$ cat src/rtl/ttca_pkg.sv
package ttca_pkg;

   localparam logic [1:0] VEH_SELF = 2'd0;
   localparam logic [1:0] VEH_NB1  = 2'd1;
   localparam logic [1:0] VEH_NB2  = 2'd2;

   localparam logic [2:0] CSR_TIME_THRESHOLD   = 3'd0;
   localparam logic [2:0] CSR_MINIMUM_DISTANCE = 3'd1;
   localparam logic [2:0] CSR_CRUISE_ALTITUDE  = 3'd2;
   localparam logic [2:0] CSR_BAND_HALF_WIDTH  = 3'd3;
   localparam logic [2:0] CSR_VEHICLE_NUMBER   = 3'd4;
   localparam logic [2:0] CSR_AVOID_ENABLE     = 3'd5;

   localparam int ROT_STEPS  = 16;
   localparam int ROOT_STEPS = 30;
   localparam int DIV_STEPS  = 20;

   localparam logic [19:0] T_MAX = 20'hFFFFF;

   typedef enum logic [3:0] {
      ST_IDLE,
      ST_ROTATE,
      ST_GAIN_X,
      ST_GAIN_Y,
      ST_GAIN_W,
      ST_NB_CHECK,
      ST_MUL_XX,
      ST_MUL_YY,
      ST_MUL_XV,
      ST_MUL_YV,
      ST_MUL_END,
      ST_ROOT,
      ST_JUDGE,
      ST_DIVIDE,
      ST_CHOOSE,
      ST_FINISH
   } state_type;

   typedef struct packed {
      logic               start;
      logic [15:0]        heading;
      logic signed [15:0] vel_fwd;
      logic signed [15:0] vel_side;
   } rot_cmd_type;

   typedef struct packed {
      logic root;
      logic div;
   } rd_cmd_type;

   // arctangent of 2^-i, 2^32 per turn
   function automatic logic signed [33:0] ttca_atan(input logic [3:0] i);
      logic signed [33:0] v;
      unique case (i)
         4'd0:  v = 34'sh020000000;
         4'd1:  v = 34'sh012E4051D;
         4'd2:  v = 34'sh009FB385B;
         4'd3:  v = 34'sh0051111D4;
         4'd4:  v = 34'sh0028B0D43;
         4'd5:  v = 34'sh00145D7E1;
         4'd6:  v = 34'sh000A2F61E;
         4'd7:  v = 34'sh000517C55;
         4'd8:  v = 34'sh00028BE53;
         4'd9:  v = 34'sh000145F2E;
         4'd10: v = 34'sh0000A2F98;
         4'd11: v = 34'sh0000517CC;
         4'd12: v = 34'sh000028BE6;
         4'd13: v = 34'sh0000145F3;
         4'd14: v = 34'sh00000A2F9;
         default: v = 34'sh00000517C;
      endcase
      return v;
   endfunction

endpackage

$ cat src/rtl/ttca_cordic.sv
module ttca_cordic (
   input  logic                     clock,
   input  logic                     reset,
   input  ttca_pkg::rot_cmd_type    cmd,
   output logic                     done,
   output logic signed [32:0]       rot_x,
   output logic signed [32:0]       rot_y
);
   import ttca_pkg::*;

   logic               busy_ff, busy_in, done_ff, done_in;
   logic [3:0]         cnt_ff, cnt_in;
   logic signed [33:0] x_ff, x_in, y_ff, y_in, z_ff, z_in;
   logic signed [33:0] xs, ys, xi, yi, ang;
   logic signed [15:0] hs;
   logic signed [16:0] zf;

   always_comb begin
      hs  = $signed(cmd.heading);
      xi  = {{4{cmd.vel_fwd[15]}}, cmd.vel_fwd, 14'b0};
      yi  = {{4{cmd.vel_side[15]}}, cmd.vel_side, 14'b0};
      zf  = {hs[15], hs};
      xs  = x_ff >>> cnt_ff;
      ys  = y_ff >>> cnt_ff;
      ang = ttca_atan(cnt_ff);
      busy_in = busy_ff;
      done_in = 1'b0;
      cnt_in  = cnt_ff;
      x_in = x_ff;
      y_in = y_ff;
      z_in = z_ff;
      if (cmd.start) begin
         // fold into the right half plane
         if (hs > 16'sd16384 || hs < -16'sd16384) begin
            xi = -xi;
            yi = -yi;
            zf = (hs > 16'sd0) ? zf - 17'sd32768 : zf + 17'sd32768;
         end
         x_in = xi;
         y_in = yi;
         z_in = {zf[16], zf, 16'b0};
         cnt_in = 4'd0;
         busy_in = 1'b1;
      end else if (busy_ff) begin
         if (z_ff >= 34'sd0) begin
            x_in = x_ff - ys;
            y_in = y_ff + xs;
            z_in = z_ff - ang;
         end else begin
            x_in = x_ff + ys;
            y_in = y_ff - xs;
            z_in = z_ff + ang;
         end
         cnt_in = cnt_ff + 4'd1;
         if (cnt_ff == 4'(ROT_STEPS - 1)) begin
            busy_in = 1'b0;
            done_in = 1'b1;
         end
      end
   end

   always_ff @(posedge clock) begin
      if (reset) begin
         busy_ff <= 1'b0;
         done_ff <= 1'b0;
      end else begin
         busy_ff <= busy_in;
         done_ff <= done_in;
      end
   end

   always_ff @(posedge clock) begin
      cnt_ff <= cnt_in;
      x_ff   <= x_in;
      y_ff   <= y_in;
      z_ff   <= z_in;
   end

   assign done  = done_ff;
   assign rot_x = x_ff[32:0];
   assign rot_y = y_ff[32:0];

endmodule

$ cat config.mk
export PLATFORM = sky130hd
export DESIGN_NAME = ttca_cordic
export DESIGN_NICKNAME = d
export VERILOG_FILES = /design/src/rtl/ttca_pkg.sv /design/src/rtl/ttca_cordic.sv
export SDC_FILE = /design/constraint.sdc
export NUM_CORES = 1
export LEC_CHECK = 0
export BUFFER_PORTS_ARGS = -buffer_cell sky130_fd_sc_hd__buf_2
export CAP_MARGIN = 30
export CORE_ASPECT_RATIO = 0.8
export CORE_MARGIN = 2
export CORE_UTILIZATION = 49
export DETAILED_ROUTE_END_ITERATION = 7
export GPL_TIMING_DRIVEN = 0
export MAX_ROUTING_LAYER = met4
export PLACE_DENSITY = 0.67
export SKIP_CTS_REPAIR_TIMING = 1
export SLEW_MARGIN = 20
export SYNTH_ARGS = -nofsm -noshare
export SYNTH_HDL_FRONTEND = slang
export SYNTH_SLANG_ARGS = --single-unit
$ cat constraint.sdc
create_clock -name clock -period 7.65 [get_ports clock]
set_input_delay 1.1475 -clock clock [delete_from_list [all_inputs] [get_ports clock]]
set_output_delay 1.1475 -clock clock [all_outputs]
set_load 0.02 [all_outputs]
==> impl_metrics.tcl <==
set metrics [dict create \
    status "finished with violations" \
    violations "DRC" \
    syn_area_mm2 0.0176 \
    ys_warn_count 0 \
    synthTopCellsByArea "edfxtp_1, ha_1, dfxtp_1" \
    powerDensity_mw_per_mm2 502 \
    maxCapViolations 0 \
    yosysUniqueCellTypes 98 \
    synth_edf_count 86 \
    rsz0062_at_grt "false" \
    ys.flop_type "edfxtp_1" \
    cp-end-kind "flip-flop" \
    slew_viol_final 0 \
    synth_area_leader_cell "edfxtp_1" \
    totalPowerFinal_uw 9750 \
    syn_avg_cell_area_um2 8.41 \
    reg2reg_to "x_ff[32]" \
    critPathKind "flip-flop to flip-flop" \
    ys_seq_elements 138 \
    skew_ps 18.2 \
    crit_arrival_ps 7570 \
    p_seq_frac 0.179 \
    critPathSlowestCell "o41ai_1" \
    required_ps 7900 \
    root_buffer "clkbuf_16" \
    antenna_found_initial 0 \
    wl_per_cell_um 27.4 \
    seq_area_frac_synth 0.206 \
    tns_ps 0 \
    cp.depth 19 \
    cp-endpoint "x_ff[32]" \
    track_usage 0.407 \
    slew_headroom 0.292 \
    clkPwrFrac 0.093 \
    finalHoldViolations 0 \
    overflow 0 \
    initial_core_util 0.493 \
    async_flop_share 0 \
    dieArea_mm2 0.0374 \
    r2r-start "cnt_ff[0]" \
    std_cell_rows 62 \
    ant_nets 0 \
    start_kind "flip-flop" \
    diodes 0 \
    cp-startpoint "cnt_ff[0]" \
    max_stage_delay_ps 760 \
    vias 17851 \
    r2r.worst_path.cells 19 \
    clock_sinks 138 \
    reg2reg_slack_ps 330 \
    drcViolationCount 11 \
    pwr-share-comb 0.729 \
    grt_pass1_vias 16616 \
    synth_top_area_share 0.147 \
    cts_made_buffers 17 \
    avgViaCountPerCell 6.57 \
    routed_wl_um 74600 \
    p_switching_uw 5130 \
    min_period_over_period 0.957 \
    hold_path_class "flip-flop to flip-flop" \
    drt-initial-drc-count 2602 \
    crit_family "compound AO/OA/AOI/OAI gates" \
    critPathBufInv 6 \
    clock.fmax_ghz 0.137 \
    layout-drive-gt1-share 0.166 \
    setup_viol 0 \
    die_w_um 216 \
    clockBufferDepth 2 \
    grt_pass1_wl_um 109000 \
    path_max_fanout 10 \
    die_h_um 173 \
    clkTransAtPathRegs_ps 70 \
    p_int_uw 4630 \
    power.share.switching 0.526 \
    worst_slew_pin_slew_ps 1060 \
    period_minus_slack_ps 7320 \
    clkLatencyLatePin_ps 490 \
    core-area_mm2 0.0356 \
    firstDrtPassIters 8 \
    final_nets 2392 \
    synth_nets 2256 \
    path_cells "buf_4 -> buf_4 -> buf_2 -> buf_2 -> buf_1 -> clkbuf_1 -> a311oi_1 -> a21oi_1 -> o21ai_0 -> xor2_1 -> ha_1 -> o211ai_1 -> o211ai_1 -> and3_1 -> o2111ai_1 -> a21oi_1 -> o41ai_1 -> o31ai_1 -> o311ai_0" \
    syn_inst 2090 \
    p_leak_uw 0.00805 \
    io_buffers 116 \
    place.gp.congestion 1.05 \
    cts_tree "done" \
    cts_max_level 4 \
    boundaryPins 118 \
    grt_max_degree 54 \
    place_hpwl_um 58200 \
    area_delta_synth_final_pct 10.5 \
    peakVddDrop_mv 0.344 \
]
## flip-flops by register name, indices dropped and copies added, names as in the netlist
| register | flops |
|---|---|
| z_ff | 34 |
| done | 1 |
| ang | 30 |
| cnt_ff | 4 |
| y_ff | 34 |
| busy_ff | 1 |
| x_ff | 34 |
## final cells by class
| cell class | instances | area [µm²] |
|---|---|---|
| buffer | 168 | 1060 |
| clock inverter | 15 | 180 |
| multi-input combinational | 1728 | 12700 |
| tap | 480 | 601 |
| inverter | 54 | 208 |
| timing repair buffer | 119 | 638 |
| clock buffer | 17 | 425 |
| fill | 3356 | 16200 |
| sequential | 138 | 3620 |
## placed cells by master (no fill, tap or decap), drive strengths merged, types with 9 or more instances in the layout
cell type	count
clkbuf	79
xnor2	97
nor2b	20
a21oi	125
or3	15
a211o	9
and2	24
ha	112
a31oi	19
nor4	11
nor3	37
nor2	168
nand4	20
a21o	48
buf	225
edfxtp	86
and3	18
xor2	100
mux2	39
o22ai	10
dfxtp	52
nand2b	26
inv	61
o21a	20
nand3	30
a21boi	12
mux2i	79
mux4	54
o21bai	12
a211oi	27
or2	19
nand2	222
o211ai	17
o31ai	36
o21ai	180
## worst min-delay path by stage
stage / from / endpoint / depth (start not counted)
after floorplan: z_ff[10] / z_ff[10] / 2
after global placement: z_ff[15] / z_ff[15] / 2
after detailed placement: z_ff[14] / z_ff[14] / 2
after CTS: z_ff[14] / z_ff[14] / 2
after global routing: z_ff[15] / z_ff[15] / 2
final: z_ff[14] / z_ff[14] / 2
## routing by layer
layer,up-vias,GRT usage,share of wire
li1,7983,-,-
met4,0,0.130,0.032
met3,146,0.115,0.12
met2,1082,0.559,0.41
met1,8640,0.573,0.44
met5,-,-,0
## power by group through the flow
stage	combinational (µW)	clock, µW	sequential (µW)
2_1_floorplan	5260	0	1420
3_3_place_gp	6770	0	1720
3_5_place_dp	6850	0	1720
4_1_cts	6910	910	1710
5_1_grt	7730	940	1750
6_report	7100	906	1740
## kinds of logic after synthesis
group,synth area share
AOI/OAI and AO/OA,0.228
adders and majority gates,0.0832
xor gates and xnor gates,0.0982
and+or+nand+nor,0.171
DFF,0.206
buffers and inverters,0.0715
muxes,0.142
## Yosys cell counts, drive strengths merged, types with 39 or more instances
| master | n |
|---|---|
| clkbuf | 61 |
| inv | 52 |
| a21o | 48 |
| ha | 112 |
| mux2 | 39 |
| mux2i | 79 |
| nand2 | 222 |
| buf | 109 |
| xor2 | 100 |
| edfxtp | 86 |
| xnor2 | 97 |
| a21oi | 125 |
| mux4 | 54 |
| o21ai | 180 |
| nor2 | 168 |
| dfxtp | 52 |
## worst reg2reg max path: cells and delay by family (launching register included)
kind | cells | cell delay [ps]
flops | 1 | 460
compound gates | 10 | 2940
fa+ha+maj | 1 | 370
simple gates | 1 | 200
buf+inv | 6 | 2640
xor+xnor | 1 | 460
## through the flow
stage | area (µm²) | util | instances | setup WS (ps) | hold slack, ps
4_1_cts | 19400 | 0.545 | 2720 | -760 | 471
5_1_grt | 19400 | 0.546 | 2719 | 89.7 | 494
3_5_place_dp | 18800 | 0.528 | 2688 | -697 | 455
2_1_floorplan | 17600 | - | 2090 | 2050 | 432
3_3_place_gp | 18800 | 0.527 | 2686 | -779 | 446
6_report | 19400 | 0.546 | 2719 | 330 | 467
Note: power is estimated with default switching activity, not from simulation.
