## src/rtl/ttca_pkg.sv

```systemverilog
package ttca_pkg;

   localparam logic [1:0] VEH_SELF = 2'd0;
   localparam logic [1:0] VEH_NB1  = 2'd1;
   localparam logic [1:0] VEH_NB2  = 2'd2;

   localparam logic [2:0] CSR_TIME_THRESHOLD   = 3'd0;
   localparam logic [2:0] CSR_MINIMUM_DISTANCE = 3'd1;
   localparam logic [2:0] CSR_CRUISE_ALTITUDE  = 3'd2;
   localparam logic [2:0] CSR_BAND_HALF_WIDTH  = 3'd3;
   localparam logic [2:0] CSR_VEHICLE_NUMBER   = 3'd4;
   localparam logic [2:0] CSR_AVOID_ENABLE     = 3'd5;

   localparam int ROT_STEPS  = 16;
   localparam int ROOT_STEPS = 30;
   localparam int DIV_STEPS  = 20;

   localparam logic [19:0] T_MAX = 20'hFFFFF;

   typedef enum logic [3:0] {
      ST_IDLE,
      ST_ROTATE,
      ST_GAIN_X,
      ST_GAIN_Y,
      ST_GAIN_W,
      ST_NB_CHECK,
      ST_MUL_XX,
      ST_MUL_YY,
      ST_MUL_XV,
      ST_MUL_YV,
      ST_MUL_END,
      ST_ROOT,
      ST_JUDGE,
      ST_DIVIDE,
      ST_CHOOSE,
      ST_FINISH
   } state_type;

   typedef struct packed {
      logic               start;
      logic [15:0]        heading;
      logic signed [15:0] vel_fwd;
      logic signed [15:0] vel_side;
   } rot_cmd_type;

   typedef struct packed {
      logic root;
      logic div;
   } rd_cmd_type;

   // arctangent of 2^-i, 2^32 per turn
   function automatic logic signed [33:0] ttca_atan(input logic [3:0] i);
      logic signed [33:0] v;
      unique case (i)
         4'd0:  v = 34'sh020000000;
         4'd1:  v = 34'sh012E4051D;
         4'd2:  v = 34'sh009FB385B;
         4'd3:  v = 34'sh0051111D4;
         4'd4:  v = 34'sh0028B0D43;
         4'd5:  v = 34'sh00145D7E1;
         4'd6:  v = 34'sh000A2F61E;
         4'd7:  v = 34'sh000517C55;
         4'd8:  v = 34'sh00028BE53;
         4'd9:  v = 34'sh000145F2E;
         4'd10: v = 34'sh0000A2F98;
         4'd11: v = 34'sh0000517CC;
         4'd12: v = 34'sh000028BE6;
         4'd13: v = 34'sh0000145F3;
         4'd14: v = 34'sh00000A2F9;
         default: v = 34'sh00000517C;
      endcase
      return v;
   endfunction

endpackage

```

## src/rtl/ttca_rootdiv.sv

```systemverilog
module ttca_rootdiv (
   input  logic                  clock,
   input  logic                  reset,
   input  ttca_pkg::rd_cmd_type  cmd,
   input  logic [59:0]           radicand,
   input  logic [55:0]           divisor,
   output logic                  done,
   output logic [29:0]           root,
   output logic [19:0]           quot
);
   import ttca_pkg::*;

   logic        root_busy_ff, root_busy_in, div_busy_ff, div_busy_in, done_ff, done_in;
   logic [4:0]  cnt_ff, cnt_in;
   logic [59:0] v_ff, v_in, r_ff, r_in, bit_ff, bit_in, trial;
   logic [74:0] rem_ff, rem_in, dv_ff, dv_in;
   logic [19:0] q_ff, q_in;

   always_comb begin
      trial        = r_ff + bit_ff;
      root_busy_in = root_busy_ff;
      div_busy_in  = div_busy_ff;
      done_in      = 1'b0;
      cnt_in = cnt_ff;
      v_in   = v_ff;
      r_in   = r_ff;
      bit_in = bit_ff;
      rem_in = rem_ff;
      dv_in  = dv_ff;
      q_in   = q_ff;
      if (cmd.root) begin
         v_in   = radicand;
         r_in   = 60'd0;
         bit_in = {2'b01, 58'b0};
         cnt_in = 5'd0;
         root_busy_in = 1'b1;
      end else if (cmd.div) begin
         rem_in = {2'b00, radicand, 13'b0};
         dv_in  = {divisor, 19'b0};
         q_in   = 20'd0;
         cnt_in = 5'd0;
         div_busy_in = 1'b1;
      end else if (root_busy_ff) begin
         // one result bit per cycle
         if (v_ff >= trial) begin
            v_in = v_ff - trial;
            r_in = (r_ff >> 1) + bit_ff;
         end else begin
            r_in = r_ff >> 1;
         end
         bit_in = bit_ff >> 2;
         cnt_in = cnt_ff + 5'd1;
         if (cnt_ff == 5'(ROOT_STEPS - 1)) begin
            root_busy_in = 1'b0;
            done_in = 1'b1;
         end
      end else if (div_busy_ff) begin
         if (rem_ff >= dv_ff) begin
            rem_in = rem_ff - dv_ff;
            q_in   = {q_ff[18:0], 1'b1};
         end else begin
            q_in   = {q_ff[18:0], 1'b0};
         end
         dv_in  = dv_ff >> 1;
         cnt_in = cnt_ff + 5'd1;
         if (cnt_ff == 5'(DIV_STEPS - 1)) begin
            div_busy_in = 1'b0;
            done_in = 1'b1;
         end
      end
   end

   always_ff @(posedge clock) begin
      if (reset) begin
         root_busy_ff <= 1'b0;
         div_busy_ff  <= 1'b0;
         done_ff      <= 1'b0;
      end else begin
         root_busy_ff <= root_busy_in;
         div_busy_ff  <= div_busy_in;
         done_ff      <= done_in;
      end
   end

   always_ff @(posedge clock) begin
      cnt_ff <= cnt_in;
      v_ff   <= v_in;
      r_ff   <= r_in;
      bit_ff <= bit_in;
      rem_ff <= rem_in;
      dv_ff  <= dv_in;
      q_ff   <= q_in;
   end

   assign done = done_ff;
   assign root = r_ff[29:0];
   assign quot = q_ff;

endmodule

```

## config.mk

```make
export PLATFORM = sky130hd
export DESIGN_NAME = ttca_rootdiv
export DESIGN_NICKNAME = d
export VERILOG_FILES = /design/src/rtl/ttca_pkg.sv /design/src/rtl/ttca_rootdiv.sv
export SDC_FILE = /design/constraint.sdc
export NUM_CORES = 1
export LEC_CHECK = 0
export BUFFER_PORTS_ARGS = -buffer_cell sky130_fd_sc_hd__buf_2
export CAP_MARGIN = 10
export CORE_MARGIN = 2
export CORE_UTILIZATION = 47
export CTS_BUF_LIST = sky130_fd_sc_hd__clkbuf_8
export CTS_CLUSTER_DIAMETER = 40
export CTS_CLUSTER_SIZE = 14
export DETAILED_ROUTE_END_ITERATION = 10
export HOLD_SLACK_MARGIN = 0.15
export PLACE_DENSITY_LB_ADDON = 0.25
export SYNTH_ARGS = -nofsm -noshare
export SYNTH_HDL_FRONTEND = slang
export SYNTH_SLANG_ARGS = --single-unit
```

## constraint.sdc

```tcl
create_clock -name clock -period 22 [get_ports clock]
set_input_delay 2.2 -clock clock [delete_from_list [all_inputs] [get_ports clock]]
set_output_delay 2.2 -clock clock [all_outputs]
set_load 0.02 [all_outputs]
```

==> flow_summary.yaml, run 1 <==
yosys:
  synthCells: 3056
  netlist_top_cells_area: "edfxtp_1 27%, ha_1 9.8%, dfxtp_1 7.7%"
  synth_edf_count: 230
  ys_seq_area_share_pct: 34.76
  yosysWarningCount: 0
  synthArstFlopShare_pct: 0
  syn_area_per_cell_sq_um: 8.350
  netlist_area_sq_mm: 0.02552
  synth_most_common_cell: "nand2_1"
  yosys.area.top_type: "edfxtp_1"
  synthFlopType: "edfxtp_1"
  synthTopCellsByCount: "425 x nand2_1, 342 x o21ai_0, 230 x edfxtp_1"
  synth_top_area_share_pct: 27.07
  synth_cell_type_count: 84
  synth_fp_nets: 3377
  ys_ff_latch: 328
sta:
  maxSlewViolCount: 0
  hold_violations: 0
  fmax_mhz: 150.0
  setup_viol: 0
  period_share_pct: 30.31
  tightest_slew_ns: 1.050
  hold_slack_ns: 0.4868
  slew_headroom_pct: 29.98
  rsz0062_at_grt: "no"
  skew_ns: 0.03677
  finalSetupTns_ns: 0
  layout_min_cycle_time_ns: 6.669
layout:
  area_growth_pct: 10.54
  finalNetCount: 3442
  multi_input_area_sq_mm: 0.01535
  n_fill_cell: 5086
  ff_latch_area_sq_mm: 0.008869
  drive_gt1_share_pct: 11.16
clocking:
  cts_inserted_buffers: 71
  post_cts.repair.setup_buffers: 0
  cts_root_buf: "clkbuf_8"
  cts.sinks: 328
  hold_buffers: 0
  clk_latency_ns: 0.67
  cts_max_level: 3
  cts_resized: 0
  cts.clk_slew.worst_paths_ns: 0.06
  clock_path_buffers: 3
  tritoncts: "done"
critical_path:
  crit_fanout: 60
  crit_path_start_kind: "flop"
  path_class: "flop to flop"
  crit_arrival_ns: 6.95
  end_kind: "flop"
  cp.required_ns: 22.29
min_path:
  hp-class: "flop to flop"
placed_design:
  portBuffers: 170
  gp_congestion: 0.9083
  hpwl_um: 55240
route:
  detail-route-antenna-nets: 0
  dr.pass1.iters: 6
  vias: 23007
  drcViolationCount: 0
  wl_per_cell_um: 18.98
  drt_wl_total_um: 73640
  drtIter0Drc: 1999
  vias_per_cell: 5.931
power_and_ir_drop:
  vdd_drop_max_mv: 0.08495
  p_leak_nw: 11.29
  power.total_mw: 2.288
  p_per_area_mw_per_mm2: 81.12
global_routing:
  first_global_vias: 21788
  grt_pass1_wl_um: 116500
  antenna_found_initial: 3
  grt_max_degree: 135
  grt.overflow.total: 0
  track_usage_pct: 25.76
die:
  num_io_pins: 171
  fp-row-count: 85
  core_region_area_sq_mm: 0.05371
  start_util_pct: 47.51
  fp.dieW_um: 237.0
  die_h_um: 237.0
  dieArea_sq_mm: 0.05617
outcome:
  outcome: "complete, no violations"
run:
  max_cap_viol_count: 0
==> per-layer routing <==
metal	part of all wire, %	global-route usage (%)
met5	0	0
met4	3.1	8.880
met3	6.2	4.197
met2	44	39.51
met1	47	36.76
==> area by class of cell <==
| cell class | instances | share of cell area [%] |
|---|---|---|
| multi-input cells | 2405 | 54.40 |
| clock buffers | 72 | 3.513 |
| flip-flops and latches | 328 | 31.44 |
| inverters | 135 | 1.796 |
| diodes | 3 | 0.02661 |
| repair buffers | 180 | 3.322 |
| well taps | 696 | 3.087 |
| clock inverters | 60 | 2.409 |
==> cells in the final DEF, fill, tap and decap left out, types with 24 or more instances in the layout <==
cell type    n
buf_2      168
dfxtp_1     98
xnor2_1    118
clkbuf_8    73
a211oi_1    24
ha_1       199
a31oi_1     64
a21o_1      91
nor3_1      45
inv_1      138
nand3_1     41
xor2_1      97
nand2_1    425
nand2b_1    25
a21oi_1    208
nor2b_1     50
a22o_1      31
edfxtp_1   230
nor2_1     201
o21bai_1    57
o21ai_0    341
nand4_1     72
==> stage by stage <==
stage               instances  setup WS [ns]  utilization [%]  area [sq um]
finish                   3879          15.33            52.52         28210
detailed placement       3744          15.43            49.40         26530
floorplan                3056          10.89                -         25520
global route             3879          14.80            52.52         28210
global placement         3744          15.54            49.40         26530
CTS                      3876          15.40            52.51         28200
==> registers in the layout, indices dropped and copies added, names as in the netlist <==
name / count
dv_ff: 75
rem_ff: 75
root_busy_ff: 1
r_ff: 60
div_busy_ff: 1
v_ff: 60
cnt_ff: 5
quot: 20
bit_ff: 30
done: 1
==> final timing paths <==
check / startpoint / end / slack, ns / depth (start not counted)
min: div_busy_ff / div_busy_ff / 0.49 / 2
max reg2reg: r_ff[10] / v_ff[8] / 15.33 / 20
min reg2reg: div_busy_ff / div_busy_ff / 0.49 / 2
max: r_ff[10] / v_ff[8] / 15.33 / 20
==> kinds of logic after synthesis <==
group | count (synthesis) | share of synthesized area (%)
compound gates | 1005 | 24.72
fa+ha+maj | 201 | 9.915
xor+xnor | 215 | 7.380
flops | 328 | 34.76
mux | 15 | 0.6080
buf+inv | 323 | 5.281
simple gates | 969 | 17.34
==> power by group <==
part | leakage (nW) | internal, mW | switching (mW) | total [mW]
combinational | 7.44 | 0.263 | 0.473 | 0.737
clock | 0.845 | 0.438 | 0.349 | 0.787
sequential | 3.00 | 0.734 | 0.0306 | 0.765
==> worst max-delay path, stage by stage, from the launching register on <==
cell,delay [ns]
dfxtp_1,0.41
ha_1,0.39
nand4_1,0.16
nor3_1,0.37
nand3_1,0.13
o211ai_1,0.39
a31oi_1,0.25
o21ai_2,0.25
a31oi_1,0.19
o31ai_1,0.73
a21oi_1,0.21
xor2_1,0.19
ha_1,0.50
nand4_1,0.18
o221a_2,0.29
o21a_1,0.22
o311ai_1,0.10
nand2_1,0.09
buf_4,0.31
o21ai_4,0.20
buf_4,0.66
Power figures use the tool's default switching activity.
==> run 2: changes to the inputs <==
--- a/config.mk
+++ b/config.mk
@@ -5,6 +5,7 @@
 export SDC_FILE = /design/constraint.sdc
 export NUM_CORES = 1
 export LEC_CHECK = 0
+export ABC_AREA = 1
 export BUFFER_PORTS_ARGS = -buffer_cell sky130_fd_sc_hd__buf_2
 export CAP_MARGIN = 10
 export CORE_MARGIN = 2
==> constraint.sdc (replaced) <==
create_clock -name clock -period 7 [get_ports clock]
set_input_delay 0.7 -clock clock [delete_from_list [all_inputs] [get_ports clock]]
set_output_delay 0.7 -clock clock [all_outputs]
set_load 0.02 [all_outputs]
==> run 2 against run 1 <==
Clock skew increased by 0.0082 ns. Combinational power increased to 3.1 times the previous value. Synthesized area increased by 25%. Flip-flop and latch count unchanged. Critical endpoint is now v_ff[41]. Largest cell class unchanged. Highest routed layer is now met5.
==> flow_summary.yaml, run 2 <==
layout:
  final_util_pct: 52.34
  layout_common_cells: "1825 x nand2_1, 913 x inv_1, 505 x nor2_1"
  drive_gt1_share_pct: 6.890
  area_growth_pct: 10.01
  mostFrequentLayoutCell: "nand2_1"
  n_fill_cell: 7209
  top_regs: "dv_ff: 75 flops, rem_ff: 75 flops"
  finalNetCount: 5749
critical_path:
  crit_path_start_kind: "flop"
  crit_slowest_cell: "dfxtp_1"
  worstPathCellList: "ha_1, nand2_1, inv_1, o21ai_0, o21bai_1, nand2_1, nand3b_1, nand2_1, nand2_1, nand2_1, nand2_1, nand2_1, nand2_1, ha_1, nand2_1, nor2_1, and2_1, nand2_1, nor2_2, nand2_4, nand2_4, nand2_1, nand2_2, buf_12"
  path_class: "flop to flop"
  critPathBufInv: 2
  critPathTopFamily: "simple AND/OR/NAND/NOR gates"
  crit_fanout: 39
  end_kind: "flop"
  crit_arrival_ns: 6.12
  cp.required_ns: 7.36
  crit_path_frequent_cell: "nand2_1"
  cpPeakStageDelay_ns: 0.54
route:
  drcViolationCount: 0
  vias: 34072
  detail-route-antenna-nets: 0
  drtIter0Drc: 2664
  met2_wirelength_um: 62540
  vias_per_cell: 5.357
  dr.pass1.iters: 6
  met1_length_um: 48490
  wl_met3_um: 6593
  drt_wl_total_um: 127300
  dr.max_layer_used: "met5"
  wl_per_cell_um: 20.02
yosys:
  synthArstFlopShare_pct: 0
  ys_seq_area_share_pct: 27.71
  ys_ff_latch: 328
  synth_cell_type_count: 49
  synthCells: 5276
  yosys.area.top_type: "edfxtp_1"
  muxShareOfSynthArea_pct: 0
  synth_edf_count: 230
  synthSimpleGateAreaFrac_pct: 37.68
  netlist_top_cells_area: "edfxtp_1 22%, nand2_1 21%, inv_1 11%"
  netlist_area_sq_mm: 0.03201
  synth_most_common_cell: "nand2_1"
  yosys.area_share.adder_pct: 7.904
  synth_top_family_by_area: "simple AND/OR/NAND/NOR gates"
  synth_fp_nets: 5597
  synth_xor_area_share_pct: 2.818
  synthTopCellsByCount: "1826 x nand2_1, 912 x inv_1, 509 x nor2_1"
  yosysWarningCount: 0
  syn_area_per_cell_sq_um: 6.067
  synth-compound-area-share_pct: 11.19
  synth_top_area_share_pct: 21.58
  synthFlopType: "edfxtp_1"
sta:
  tightest_slew_ns: 1.068
  finalSetupTns_ns: 0
  skew_ns: 0.04500
  maxSlewViolCount: 0
  hold_violations: 0
  layout_min_cycle_time_ns: 5.760
  period_share_pct: 82.29
  setup_viol: 0
  slew_headroom_pct: 28.02
  rsz0062_at_grt: "no"
  fmax_mhz: 173.6
global_routing:
  grt.overflow.total: 0
  grt_pass1_wl_um: 191600
  first_global_vias: 33800
  antenna_found_initial: 2
  track_usage_pct: 35.93
  grt_max_degree: 74
clocking:
  cts_resized: 0
  cts_max_level: 3
  clk_latency_ns: 0.72
  cts.sinks: 328
  post_cts.repair.setup_buffers: 0
  cts.clk_slew.worst_paths_ns: 0.08
  clock_path_buffers: 3
  tritoncts: "done"
  hold_buffers: 0
  cts_inserted_buffers: 72
  cts_root_buf: "clkbuf_8"
die:
  fp.dieW_um: 265.0
  die_h_um: 265.0
  core_region_area_sq_mm: 0.06728
  num_io_pins: 171
  start_util_pct: 47.58
  fp-row-count: 95
  dieArea_sq_mm: 0.07021
power_and_ir_drop:
  p_per_area_mw_per_mm2: 202.5
  p_leak_nw: 16.98
  vdd_drop_max_mv: 0.1766
run:
  max_cap_viol_count: 0
placed_design:
  gp_congestion: 1.047
  hpwl_um: 104900
  portBuffers: 170
min_path:
  hp-class: "primary input to flop"
outcome:
  outcome: "complete, no violations"
==> run 2: changes by cell type after synthesis, sizes merged, moves of 53 or more <==
cell | previous run | this run
clkbuf | 143 | 55
nor2 | 203 | 517
a31oi | 65 | 3
nand2 | 425 | 1831
a21o | 91 | 8
xor2 | 97 | 38
inv | 134 | 918
nand3 | 41 | 387
a21oi | 212 | 274
xnor2 | 118 | 65
==> run 2: logic make-up after synthesis <==
| group | count (synthesis) |
|---|---|
| and+or+nand+nor | 2934 |
| buffers and inverters | 1034 |
| AOI/OAI and AO/OA | 676 |
| DFF | 328 |
| adders and majority gates | 201 |
| xor gates and xnor gates | 103 |
==> run 2: layout make-up <==
class / instances / area, sq um / share of cell area, %
Timing Repair Buffer: 193 / 1042 / 2.960
Clock inverter: 55 / 600.6 / 1.706
Inverter: 919 / 3450 / 9.796
Antenna cell: 1 / 2.502 / 0.007106
Multi-Input combinational cell: 3914 / 19100 / 54.24
Clock buffer: 77 / 1060 / 3.010
Tap cell: 873 / 1092 / 3.102
Sequential cell: 328 / 8869 / 25.18
==> run 2: worst reg2reg max path, delay by kind of cell, from the launching register on <==
kind,cells,cell delay (ns)
simple gates,18,3.08
compound gates,2,0.70
fa+ha+maj,2,0.69
flops,1,0.54
buf+inv,2,0.36
==> run 2: stage by stage <==
stage	power [mW]	worst slack, ns	cells	cell area, sq um	hold slack (ns)
6_report	7.132	1.240	6360	35210	0.2311
3_3_place_gp	4.619	1.328	6227	33550	0.4614
3_5_place_dp	4.624	1.332	6227	33550	0.4591
2_1_floorplan	3.946	1.034	5276	32010	0.4492
5_1_grt	7.501	0.8595	6360	35210	0.2041
4_1_cts	7.129	1.329	6359	35210	0.1903
==> run 2: worst paths after layout <==
kind | start | to | slack, ns | cells past startpoint
max | r_ff[4] | v_ff[41] | 1.24 | 24
min | divisor[55] | dv_ff[74] | 0.23 | 3
max reg2reg | r_ff[4] | v_ff[41] | 1.24 | 24
min reg2reg | r_ff[0] | r_ff[0] | 0.47 | 2
==> run 2: where the power goes <==
part           switching, mW  internal (mW)  leakage [nW]
Combinational           1.58          0.705          13.2
Clock                   1.15           1.35         0.835
Sequential            0.0905           2.26          2.98
==> run 2: metal layers <==
layer	vias up	global-route usage (%)
li1	17083	-
met1	15438	39.75
met2	1180	64.60
met3	369	4.515
met4	2	23.82
met5	-	0
